**config.mk**
```make
export PLATFORM = sky130hd
export DESIGN_NAME = numeric_char_ref_to_utf8_core
export DESIGN_NICKNAME = d
export VERILOG_FILES = /design/src/rtl/ncr_pkg.sv /design/src/rtl/ncr_parse.sv /design/src/rtl/ncr_serial.sv /design/src/rtl/numeric_char_ref_to_utf8_core.sv
export SDC_FILE = /design/constraint.sdc
export NUM_CORES = 1
export LEC_CHECK = 0
export ABC_AREA = 1
export BUFFER_PORTS_ARGS = -buffer_cell sky130_fd_sc_hd__buf_2
export CORE_AREA = 4 4 154 156
export CTS_CLUSTER_SIZE = 8
export DETAILED_ROUTE_END_ITERATION = 12
export DIE_AREA = 0 0 158 160
export PLACE_DENSITY = 0.67
export REMOVE_ABC_BUFFERS = 1
export SLEW_MARGIN = 20
export SYNTH_ARGS = -nofsm -noshare
export SYNTH_HDL_FRONTEND = slang
export SYNTH_SLANG_ARGS = --single-unit
```
**constraint.sdc**
```tcl
create_clock -name clk -period 4.1 [get_ports clk]
set_input_delay 0.82 -clock clk [delete_from_list [all_inputs] [get_ports clk]]
set_output_delay 0.82 -clock clk [all_outputs]
set_load 0.02 [all_outputs]
```
**src/rtl/ncr_pkg.sv**
```systemverilog
`timescale 1ns / 1ps
// ----------------------------------------------------------------------------
// ncr_pkg: shared types and constants for the character reference decoder
// Transaction payloads, the encoded-group record passed from the parser to
// the output serialiser, and the code point and UTF-8 constants.
// ----------------------------------------------------------------------------
package ncr_pkg;

    // Input transaction: one byte of reference text
    typedef struct packed {
        logic [7:0] ref_byte;
        logic       ref_last;
    } ncr_in_t;

    // Output transaction: one UTF-8 byte or a single error marker
    typedef struct packed {
        logic [7:0] utf8_byte;
        logic       out_last;
        logic       status;
    } ncr_out_t;

    // One decoded reference, ready to be serialised
    typedef struct packed {
        logic [3:0][7:0] bytes;     // bytes[0] goes out first
        logic [1:0]      last_idx;  // index of the final byte
        logic            err;
    } ncr_group_t;

    // Parser to serialiser push
    typedef struct packed {
        logic       valid;
        ncr_group_t group;
    } ncr_push_t;

    // Enough groups for a four-byte character followed by lone terminators
    localparam int NCR_GROUP_DEPTH = 5;

    localparam logic STATUS_OK  = 1'b0;
    localparam logic STATUS_BAD = 1'b1;

    localparam logic [20:0] CP_MAX       = 21'h10FFFF;
    localparam logic [20:0] CP_MAX_1BYTE = 21'h00007F;
    localparam logic [20:0] CP_MAX_2BYTE = 21'h0007FF;
    localparam logic [20:0] CP_MAX_3BYTE = 21'h00FFFF;

    localparam logic [7:0] LEAD_2BYTE = 8'hC0;
    localparam logic [7:0] LEAD_3BYTE = 8'hE0;
    localparam logic [7:0] LEAD_4BYTE = 8'hF0;
    localparam logic [7:0] CONT_BYTE  = 8'h80;

    localparam logic [7:0] CHAR_HASH  = 8'h23;
    localparam logic [7:0] CHAR_0     = 8'h30;
    localparam logic [7:0] CHAR_9     = 8'h39;
    localparam logic [7:0] CHAR_UA    = 8'h41;
    localparam logic [7:0] CHAR_UF    = 8'h46;
    localparam logic [7:0] CHAR_UX    = 8'h58;
    localparam logic [7:0] CHAR_LA    = 8'h61;
    localparam logic [7:0] CHAR_LF    = 8'h66;
    localparam logic [7:0] CHAR_LX    = 8'h78;

endpackage

```
**src/rtl/ncr_parse.sv**
```systemverilog
`timescale 1ns / 1ps
// ----------------------------------------------------------------------------
// ncr_parse: reference parser and UTF-8 encoder
// Tracks byte position, base, digits and the running code point per byte;
// on the terminator it encodes the held code point into a byte group.
// ----------------------------------------------------------------------------
module ncr_parse
    import ncr_pkg::*;
(
    input  logic      clk,
    input  logic      rst_n,
    input  logic      take,
    input  ncr_in_t   ref_data,
    output ncr_push_t push
);

    logic [1:0]  pos_reg,  pos_next;
    logic        hex_reg,  hex_next;
    logic        seen_reg, seen_next;
    logic [20:0] cp_reg,   cp_next;
    logic        bad_reg,  bad_next;

    logic [7:0]  b;
    logic        is_dec;
    logic        is_lhex;
    logic        is_uhex;
    logic        digit_ok;
    logic [3:0]  digit;
    logic [24:0] cp_ext;
    logic [24:0] scaled;
    logic [24:0] acc;

    assign b = ref_data.ref_byte;

    // Digit decode in the current base
    always_comb
    begin
        is_dec  = (b >= CHAR_0)  && (b <= CHAR_9);
        is_lhex = hex_reg && (b >= CHAR_LA) && (b <= CHAR_LF);
        is_uhex = hex_reg && (b >= CHAR_UA) && (b <= CHAR_UF);
        digit_ok = is_dec || is_lhex || is_uhex;
        priority if (is_dec)
            digit = 4'(b - CHAR_0);
        else if (is_lhex)
            digit = 4'(b - CHAR_LA + 8'd10);
        else if (is_uhex)
            digit = 4'(b - CHAR_UA + 8'd10);
        else
            digit = 4'd0;
    end

    // Accumulate: times 16 or times 10, plus the digit
    always_comb
    begin
        cp_ext = 25'(cp_reg);
        if (hex_reg)
            scaled = cp_ext << 4;
        else
            scaled = (cp_ext << 3) + (cp_ext << 1);
        acc = scaled + 25'(digit);
    end

    // Parser state update
    always_comb
    begin
        pos_next  = pos_reg;
        hex_next  = hex_reg;
        seen_next = seen_reg;
        cp_next   = cp_reg;
        bad_next  = bad_reg;
        if (take)
        begin
            if (ref_data.ref_last)
            begin
                pos_next  = 2'd0;
                hex_next  = 1'b0;
                seen_next = 1'b0;
                cp_next   = 21'd0;
                bad_next  = 1'b0;
            end
            else
            begin
                if (pos_reg == 2'd1)
                begin
                    if (b != CHAR_HASH)
                        bad_next = 1'b1;
                end
                else if ((pos_reg == 2'd2) && ((b == CHAR_LX) || (b == CHAR_UX)))
                begin
                    hex_next = 1'b1;
                end
                else if ((pos_reg != 2'd0) && !bad_reg)
                begin
                    // digit byte
                    seen_next = 1'b1;
                    if (!digit_ok || (acc > 25'(CP_MAX)))
                        bad_next = 1'b1;
                    else
                        cp_next = acc[20:0];
                end
                if (pos_reg != 2'd3)
                    pos_next = pos_reg + 2'd1;
            end
        end
    end

    always_ff @(posedge clk or negedge rst_n)
    begin
        if (!rst_n)
        begin
            pos_reg  <= 2'd0;
            hex_reg  <= 1'b0;
            seen_reg <= 1'b0;
            cp_reg   <= 21'd0;
            bad_reg  <= 1'b0;
        end
        else
        begin
            pos_reg  <= pos_next;
            hex_reg  <= hex_next;
            seen_reg <= seen_next;
            cp_reg   <= cp_next;
            bad_reg  <= bad_next;
        end
    end

    // Encode the held code point on the terminator
    always_comb
    begin
        push.valid       = take && ref_data.ref_last;
        push.group.bytes = '0;
        push.group.err   = STATUS_OK;
        if ((pos_reg != 2'd3) || bad_reg || !seen_reg)
        begin
            push.group.last_idx = 2'd0;
            push.group.err      = STATUS_BAD;
        end
        else if (cp_reg <= CP_MAX_1BYTE)
        begin
            push.group.bytes[0] = cp_reg[7:0];
            push.group.last_idx = 2'd0;
        end
        else if (cp_reg <= CP_MAX_2BYTE)
        begin
            push.group.bytes[0] = LEAD_2BYTE | {3'b000, cp_reg[10:6]};
            push.group.bytes[1] = CONT_BYTE  | {2'b00, cp_reg[5:0]};
            push.group.last_idx = 2'd1;
        end
        else if (cp_reg <= CP_MAX_3BYTE)
        begin
            push.group.bytes[0] = LEAD_3BYTE | {4'b0000, cp_reg[15:12]};
            push.group.bytes[1] = CONT_BYTE  | {2'b00, cp_reg[11:6]};
            push.group.bytes[2] = CONT_BYTE  | {2'b00, cp_reg[5:0]};
            push.group.last_idx = 2'd2;
        end
        else
        begin
            push.group.bytes[0] = LEAD_4BYTE | {5'b00000, cp_reg[20:18]};
            push.group.bytes[1] = CONT_BYTE  | {2'b00, cp_reg[17:12]};
            push.group.bytes[2] = CONT_BYTE  | {2'b00, cp_reg[11:6]};
            push.group.bytes[3] = CONT_BYTE  | {2'b00, cp_reg[5:0]};
            push.group.last_idx = 2'd3;
        end
    end

endmodule

```
**src/rtl/ncr_serial.sv**
```systemverilog
`timescale 1ns / 1ps
// ----------------------------------------------------------------------------
// ncr_serial: group queue and byte serialiser
// Holds decoded references in a small register queue and sends the head
// group out one byte per output transaction.
// ----------------------------------------------------------------------------
module ncr_serial
    import ncr_pkg::*;
#(
    parameter int GROUP_DEPTH = NCR_GROUP_DEPTH
)
(
    input  logic      clk,
    input  logic      rst_n,
    input  ncr_push_t push,
    output logic      full,
    output logic      utf8_valid,
    input  logic      utf8_ready,
    output ncr_out_t  utf8_data
);

    localparam int PW = (GROUP_DEPTH > 1) ? $clog2(GROUP_DEPTH) : 1;
    localparam int CW = $clog2(GROUP_DEPTH + 1);

    ncr_group_t      mem [GROUP_DEPTH];
    logic [PW-1:0]   wr_ptr_reg, wr_ptr_next;
    logic [PW-1:0]   rd_ptr_reg, rd_ptr_next;
    logic [CW-1:0]   count_reg,  count_next;
    logic [1:0]      idx_reg,    idx_next;
    ncr_group_t      head;
    logic            pop;

    assign head       = mem[rd_ptr_reg];
    assign full       = (count_reg == CW'(GROUP_DEPTH));
    assign utf8_valid = (count_reg != '0);

    // Output byte comes straight from the registered head group
    always_comb
    begin
        utf8_data.utf8_byte = head.bytes[idx_reg];
        utf8_data.out_last  = (idx_reg == head.last_idx);
        utf8_data.status    = head.err;
    end

    assign pop = utf8_valid && utf8_ready && utf8_data.out_last;

    // Pointer, count and byte index update
    always_comb
    begin
        wr_ptr_next = wr_ptr_reg;
        rd_ptr_next = rd_ptr_reg;
        count_next  = count_reg;
        idx_next    = idx_reg;
        if (push.valid)
        begin
            if (wr_ptr_reg == PW'(GROUP_DEPTH - 1))
                wr_ptr_next = '0;
            else
                wr_ptr_next = wr_ptr_reg + PW'(1);
        end
        if (utf8_valid && utf8_ready)
        begin
            if (pop)
            begin
                idx_next = 2'd0;
                if (rd_ptr_reg == PW'(GROUP_DEPTH - 1))
                    rd_ptr_next = '0;
                else
                    rd_ptr_next = rd_ptr_reg + PW'(1);
            end
            else
            begin
                idx_next = idx_reg + 2'd1;
            end
        end
        if (push.valid && !pop)
            count_next = count_reg + CW'(1);
        else if (!push.valid && pop)
            count_next = count_reg - CW'(1);
    end

    always_ff @(posedge clk or negedge rst_n)
    begin
        if (!rst_n)
        begin
            wr_ptr_reg <= '0;
            rd_ptr_reg <= '0;
            count_reg  <= '0;
            idx_reg    <= 2'd0;
        end
        else
        begin
            wr_ptr_reg <= wr_ptr_next;
            rd_ptr_reg <= rd_ptr_next;
            count_reg  <= count_next;
            idx_reg    <= idx_next;
        end
    end

    // Queue storage
    always_ff @(posedge clk)
    begin
        if (push.valid)
            mem[wr_ptr_reg] <= push.group;
    end

    // Checks
    a_no_overfill: assert property (@(posedge clk) disable iff (!rst_n)
        push.valid |-> (!full || pop))
        else $error("group pushed into a full queue");

    a_count_range: assert property (@(posedge clk) disable iff (!rst_n)
        count_reg <= CW'(GROUP_DEPTH))
        else $error("queue count beyond depth");

    a_error_single: assert property (@(posedge clk) disable iff (!rst_n)
        (utf8_valid && utf8_data.status) |->
            (utf8_data.out_last && (utf8_data.utf8_byte == 8'd0)))
        else $error("error result is not a single zero byte");

    a_idx_bound: assert property (@(posedge clk) disable iff (!rst_n)
        utf8_valid |-> (idx_reg <= head.last_idx))
        else $error("byte index ran past the end of the group");

    a_idx_reset_on_pop: assert property (@(posedge clk) disable iff (!rst_n)
        pop |=> (idx_reg == 2'd0))
        else $error("byte index not cleared after group sent");

endmodule

```
**src/rtl/numeric_char_ref_to_utf8_core.sv**
```systemverilog
`timescale 1ns / 1ps
// ----------------------------------------------------------------------------
// numeric_char_ref_to_utf8_core: numeric character reference to UTF-8
// Top level: byte parser and encoder feeding a queued output serialiser.
// ----------------------------------------------------------------------------
// The block takes one reference byte per clock and never stalls on ordinary
// bytes: parsing and the times-ten or times-sixteen accumulation are done in
// the cycle the byte is accepted. When the terminating byte is accepted the
// held code point is encoded into a group of one to four UTF-8 bytes (or one
// error result) and placed in a register queue of GROUP_DEPTH references;
// the group is offered once it reaches the head of the queue and goes out one
// byte per output transaction. The terminator is only held back when that
// queue is full. A reference never yields more output bytes than it has input
// bytes, and the default depth of five references covers the worst burst, a
// four-byte character followed by back-to-back lone terminators that each
// give an error result, so with a consumer taking one byte per cycle the
// input runs at one byte per cycle.
module numeric_char_ref_to_utf8_core
    import ncr_pkg::*;
#(
    parameter int GROUP_DEPTH = NCR_GROUP_DEPTH
)
(
    input  logic     clk,
    input  logic     rst_n,
    input  logic     ref_valid,
    output logic     ref_ready,
    input  ncr_in_t  ref_data,
    output logic     utf8_valid,
    input  logic     utf8_ready,
    output ncr_out_t utf8_data
);

    ncr_push_t push;
    logic      full;
    logic      take;

    // Only a terminator needs queue space
    assign ref_ready = !full || !ref_data.ref_last;
    assign take      = ref_valid && ref_ready;

    ncr_parse u_parse (
        .clk      (clk),
        .rst_n    (rst_n),
        .take     (take),
        .ref_data (ref_data),
        .push     (push)
    );

    ncr_serial #(
        .GROUP_DEPTH (GROUP_DEPTH)
    ) u_serial (
        .clk        (clk),
        .rst_n      (rst_n),
        .push       (push),
        .full       (full),
        .utf8_valid (utf8_valid),
        .utf8_ready (utf8_ready),
        .utf8_data  (utf8_data)
    );

endmodule

```
# Yosys cells after proc, flatten, opt, wreduce, memory -nomap -nowiden

Memory sizes are Yosys's and may differ from the RTL's.
Cells that the tools add are included.
W data, S select, Z words.

Output and inout bits: 12
Flip-flop bits (word level): 37
Bits in writable memories: 175
Memories: 1
Logic and storage cells: 132
Bits of input ports: 13

Memory list:

| name         | depth | bits a word | read ports | clocked after memory_dff | wr ports | RTL line         | text |
|---|---|---|---|---|---|---|---|
| u_serial.mem | 5     | 35          | 1          | 0                        | 1        | ncr_serial.sv:25 | `ncr_group_t mem [GROUP_DEPTH];` |

Multiplexer cells: 42
Reductions and logical operators: 41
$add $sub $neg: 13
Order comparisons: 11
Equal/unequal tests: 15

Operator list:

| operator               | number |
|---|---|
| $mux W21               | 5 |
| $mux W24               | 2 |
| $mux W32               | 1 |
| $add A24 B22 Y25       | 1 |
| $add A25 B4 Y25        | 1 |
| $gt A25 B21 Y1 const B | 1 |
| $mux W25               | 1 |
| $le A21 B11 Y1 const B | 1 |
| $le A21 B16 Y1 const B | 1 |
| $le A21 B7 Y1 const B  | 1 |
| $mux W18               | 1 |
| $bmux W8 S2            | 1 |
| $eq A8 B7 Y1 const B   | 2 |
| $ge A8 B7 Y1 const B   | 2 |
| $le A8 B7 Y1 const B   | 2 |
| $mux W1                | 16 |
| $mux W16               | 1 |
| $mux W8                | 2 |
| $logic_and A1 B1 Y1    | 13 |
| $mux W3                | 4 |
| $mux W4                | 3 |
| $sub A4 B1 Y4 const B  | 3 |
| $mux W10               | 1 |
| $reduce_and A5 Y1      | 2 |
| other kinds (23)       | 54 |

# Logic depth before layout (Yosys ltp)

Depth in word-level cells: 14
Depth in mapped cells: 30
Depth with buffers taken out: 30

# By module

From an unflattened synthesis, not the netlist that was laid out.

Cells, all modules: 1,365
Area, all modules: 11,891.4 um^2

By module, submodules not included:

| module                        | sequential area each (um^2) | cells each | instances | area each (um^2) |
|---|---|---|---|---|
| ncr_serial                    | 5,530.3                     | 637        | 1         | 7,692.4 |
| ncr_parse                     | 650.6                       | 725        | 1         | 4,182.8 |
| numeric_char_ref_to_utf8_core | 0.0                         | 3          | 1         | 16.3 |

# Least setup slack after synthesis

OpenSTA, ideal clock, no wires.

Path kind: in2reg
From: input ref_data[0] (netlist bit)
To: memory u_serial.mem[4][0] (netlist bit) (enable)
Arrival time: 3.839 ns
Stages on the path: 8
Buffers on the path: 1
Setup slack: -0.197 ns
Library setup time: 0.458 ns
Data required time: 3.642 ns
Cell sequence: buf_6 > nand4_1 > nand2_1 > inv_1 > nand2_1 > inv_1 > nand2_1 > nor3_1

RTL lines:

| item        | RTL line                            | text |
|---|---|---|
| from (decl) | numeric_char_ref_to_utf8_core.sv:28 | `input ncr_in_t ref_data,` |
| to (decl)   | ncr_serial.sv:25                    |  |

# Final worst setup path

From: input ref_data[1] (netlist bit)
To: register u_parse.cp_reg[8]

Word-level cells in the longest chain between the ends: 12
Elaborated cells between the ends (all ways): 37
Classes of those cells: add/sub: 6; order compare: 7; eq/ne: 4; mux: 8; reduce/logical: 12

Ends and longest elaborated chain:

| item                                                                     | RTL line         | text |
|---|---|---|
| parallel branches: the longest is 12 deep, another holds $add A25 B4 Y25 | -                |  |
| to (signal assigned)                                                     | ncr_parse.sv:122 | `cp_reg <= cp_next;` |
| to (decl)                                                                | ncr_parse.sv:20  | `logic [20:0] cp_reg, cp_next;` |

Several ways; the timed one is not identified. The select of a mux whose other input is x is not followed.
A chain may end at the register's enable or synchronous reset.

==> flow_metrics.py <==
metrics = {
    "status": {
        "status": "finished clean",
    },
    "drt": {
        "dr.first_iter.drc_count": 684,
        "avgViaCountPerCell": 5.541,
        "dr.pass1.iters": 5,
        "wl_per_cell_um": 17.52,
        "wl_um": 27500,
        "antenna_left": 0,
        "vias": 8700,
        "drc_errors": 0,
    },
    "final_layout": {
        "largest_reg_flops": 155,
        "antenna_cells": 0,
        "layout-drive-gt1-share": 0.1813,
        "synthToLayoutAreaGrowth_pct": 12.62,
        "stdcell_count": 1570,
        "finalNetCount": 1322,
    },
    "worst_setup_path": {
        "slowest_delay_ns": 0.28,
        "ff2ff_setup_slack_ns": 0.47,
        "start_kind": "input port",
        "crit_type": "input port to flop",
        "reg2reg_from": "u_parse.cp_reg[0]",
        "crit_arrival_ns": 4.17,
        "cp.required_ns": 4.44,
        "r2r.worst_path.cells": 23,
        "cp_max_fo": 6,
        "path_buf_inv": 5,
        "cp-end-kind": "flop",
        "reg2reg_to": "u_parse.cp_reg[8]",
        "critPathTopFamily": "simple AND/OR/NAND/NOR gates",
        "critPathSlowestCell": "ha_1",
    },
    "global_route": {
        "track_usage": 0.2196,
        "grt_pass1_vias": 8271,
        "grt_pass1_wl_um": 43900,
        "grt_max_degree": 38,
        "grt_antenna_before_repair": 0,
        "grt_overflow": 0,
    },
    "sta": {
        "fin_crit_sh": 0.9340,
        "setup_viol": 0,
        "finalMaxSlewViolations": 0,
        "fin_ws_ns": 0.2705,
        "hold_viol_final": 0,
        "skew_ns": 0.01769,
        "tightestPinTransition_ns": 0.8833,
        "min_period_ns": 3.829,
        "fmaxAchievable_mhz": 261.1,
        "whs_ns": 0.4999,
        "relSlewSlack": 0.4111,
    },
    "clocking": {
        "cts_root_buf": "clkbuf_16",
        "htreeDepth": 4,
        "cts_made_buffers": 17,
        "cts.clk_slew.worst_paths_ns": 0.08,
        "tritoncts": "done",
        "insertion_delay_ns": 0.44,
        "clock-sinks": 192,
        "clk_path_buf_depth": 2,
    },
    "synthesis": {
        "synth_cell_type_count": 53,
        "avgSynthCellArea_um2": 9.021,
        "netlist.top_cell.by_area": "edfxtp_1",
        "synth-edff-count": 155,
        "ys.flop_type": "edfxtp_1",
        "yosysTopAreaCellShare": 0.4229,
        "synth_seq_area_share": 0.5070,
        "netlist_area_um2": 11010,
        "yosysMostFrequentCell": "nand2_1",
        "async_flop_share": 0.1927,
        "synth_common_cells": "240 x nand2_1, 155 x edfxtp_1, 129 x nor2_1, 123 x inv_1, 80 x o21ai_0",
        "yosys-top-cells-area": "edfxtp_1 42%, dfrtp_1 8.4%, nand2_1 8.2%",
        "yosys_warnings": 0,
        "ys_ff_latch": 192,
        "synth_cells": 1220,
    },
    "floorplan": {
        "die_x_um": 158,
        "die-area_um2": 25280,
        "num_io_pins": 25,
        "rows": 55,
        "die_y_um": 160,
        "core_area_um2": 22370,
        "start_util": 0.4921,
    },
    "placement": {
        "place_inst": 1535,
        "routabilityCongestion": 0.9195,
        "pre_cts_slack_ns": -0.1812,
        "dp_hpwl_um": 18950,
        "portBuffers": 24,
    },
    "power_and_ir_drop": {
        "power.density_nw_per_um2": 569.1,
        "leakage_nw": 5.108,
        "ir_worst_vdd_mv": 0.3030,
        "power_mw": 7.054,
    },
    "flow_run": {
        "drv_cap": 0,
    },
    "min_path": {
        "hp-class": "input port to async pin",
    },
}
[worst max path at each step]
| stage | from | end | slack [ns] | cells past startpoint |
|---|---|---|---|---|
| 6_report | ref_data[1] | u_parse.cp_reg[8] | 0.27 | 31 |
| 5_1_grt | ref_data[1] | u_parse.cp_reg[5] | -0.02 | 29 |
| 4_1_cts | ref_data[2] | u_parse.cp_reg[4] | 0.26 | 30 |
| 3_5_place_dp | ref_data[2] | u_parse.cp_reg[3] | -0.18 | 30 |
| 3_3_place_gp | ref_data[2] | u_parse.cp_reg[3] | -0.09 | 30 |
| 2_1_floorplan | u_serial.rd_ptr_reg[0] | u_serial.count_reg[1] | -0.1 | 13 |
[per-stage QoR]
stage / setup TNS [ns] / util / instance area, um2
after detailed placement: -3.450 / 0.5225 / 11690
final: 0 / 0.5542 / 12390
after CTS: 0 / 0.5500 / 12300
after global placement: -1.498 / 0.5225 / 11690
after global routing: -0.1731 / 0.5542 / 12390
after floorplan: -2.115 / - / 10780
[area by class of cell]
cell class / instances / area, um2
flip-flops and latches: 192 / 5582
clock buffers: 17 / 425.4
multi-input cells: 842 / 4722
inverters: 141 / 536.8
fillers: 1982 / 9971
well taps: 285 / 356.6
clock inverters: 15 / 191.4
repair buffers: 78 / 580.6
[cells in the final DEF (no fill, tap or decap), types with 3 or more instances in the layout]
| cell | synthesis | routed |
|---|---|---|
| a211oi_1 | 7 | 7 |
| a21oi_1 | 54 | 52 |
| a221oi_1 | 12 | 12 |
| buf_2 | 0 | 24 |
| buf_4 | 0 | 49 |
| clkbuf_16 | 0 | 19 |
| clkinv_1 | 5 | 5 |
| clkinv_8 | 0 | 4 |
| dfrtp_1 | 37 | 36 |
| edfxtp_1 | 155 | 155 |
| ha_1 | 34 | 33 |
| inv_1 | 123 | 122 |
| inv_2 | 11 | 12 |
| inv_6 | 1 | 4 |
| inv_8 | 0 | 4 |
| mux2i_1 | 3 | 3 |
| nand2_1 | 240 | 239 |
| nand2_2 | 35 | 36 |
| nand2_4 | 7 | 7 |
| nand3_1 | 79 | 78 |
| nand3_2 | 11 | 11 |
| nand4_1 | 19 | 19 |
| nor2_1 | 129 | 127 |
| nor2_2 | 6 | 6 |
| nor2_4 | 6 | 8 |
| nor2_8 | 3 | 3 |
| nor3_1 | 13 | 10 |
| nor3_2 | 1 | 4 |
| o21ai_0 | 80 | 79 |
| o21ai_1 | 3 | 4 |
| o21ai_2 | 23 | 23 |
| o221ai_1 | 8 | 8 |
| o22ai_1 | 32 | 32 |
| o31ai_1 | 3 | 3 |
| o32ai_1 | 3 | 3 |
| xnor2_1 | 3 | 3 |
| xor2_1 | 5 | 5 |
[report_power, final]
group / leakage (nW) / internal (mW) / switching (mW)
Clock: 0.297 / 0.883 / 0.819
Sequential: 1.93 / 2.31 / 0.181
Combinational: 2.88 / 0.911 / 1.95
[what timing repair did]
action / 4_1_cts / 5_1_grt
resized for setup: 0 / 10
hold endpoints to repair: 0 / 0
buffers inserted: 0 / 1
endpoints found under the setup margin: 0 / 21
hold buffers: 0 / 0
[metal layers]
layer,routed length (um),global-route usage,up-vias
met4,599,0.06398,0
li1,-,-,4298
met3,1477,0.03794,44
met2,13240,0.3589,261
met5,0,0,-
met1,12180,0.3013,4097
[cells by family (layout without fill, tap and decap cells)]
group,count (synthesis),after routing,synth area share
AO/OA/AOI/OAI,235,235,0.1323
XOR/XNOR,8,8,0.006367
adder cells (fa/ha/maj),37,37,0.04411
buffers and inverters,186,251,0.06912
flip-flops,192,192,0.5070
multiplexers,3,3,0.002729
AND/OR/NAND/NOR,559,559,0.2383
No activity file was read; power rests on OpenSTA's default activity.
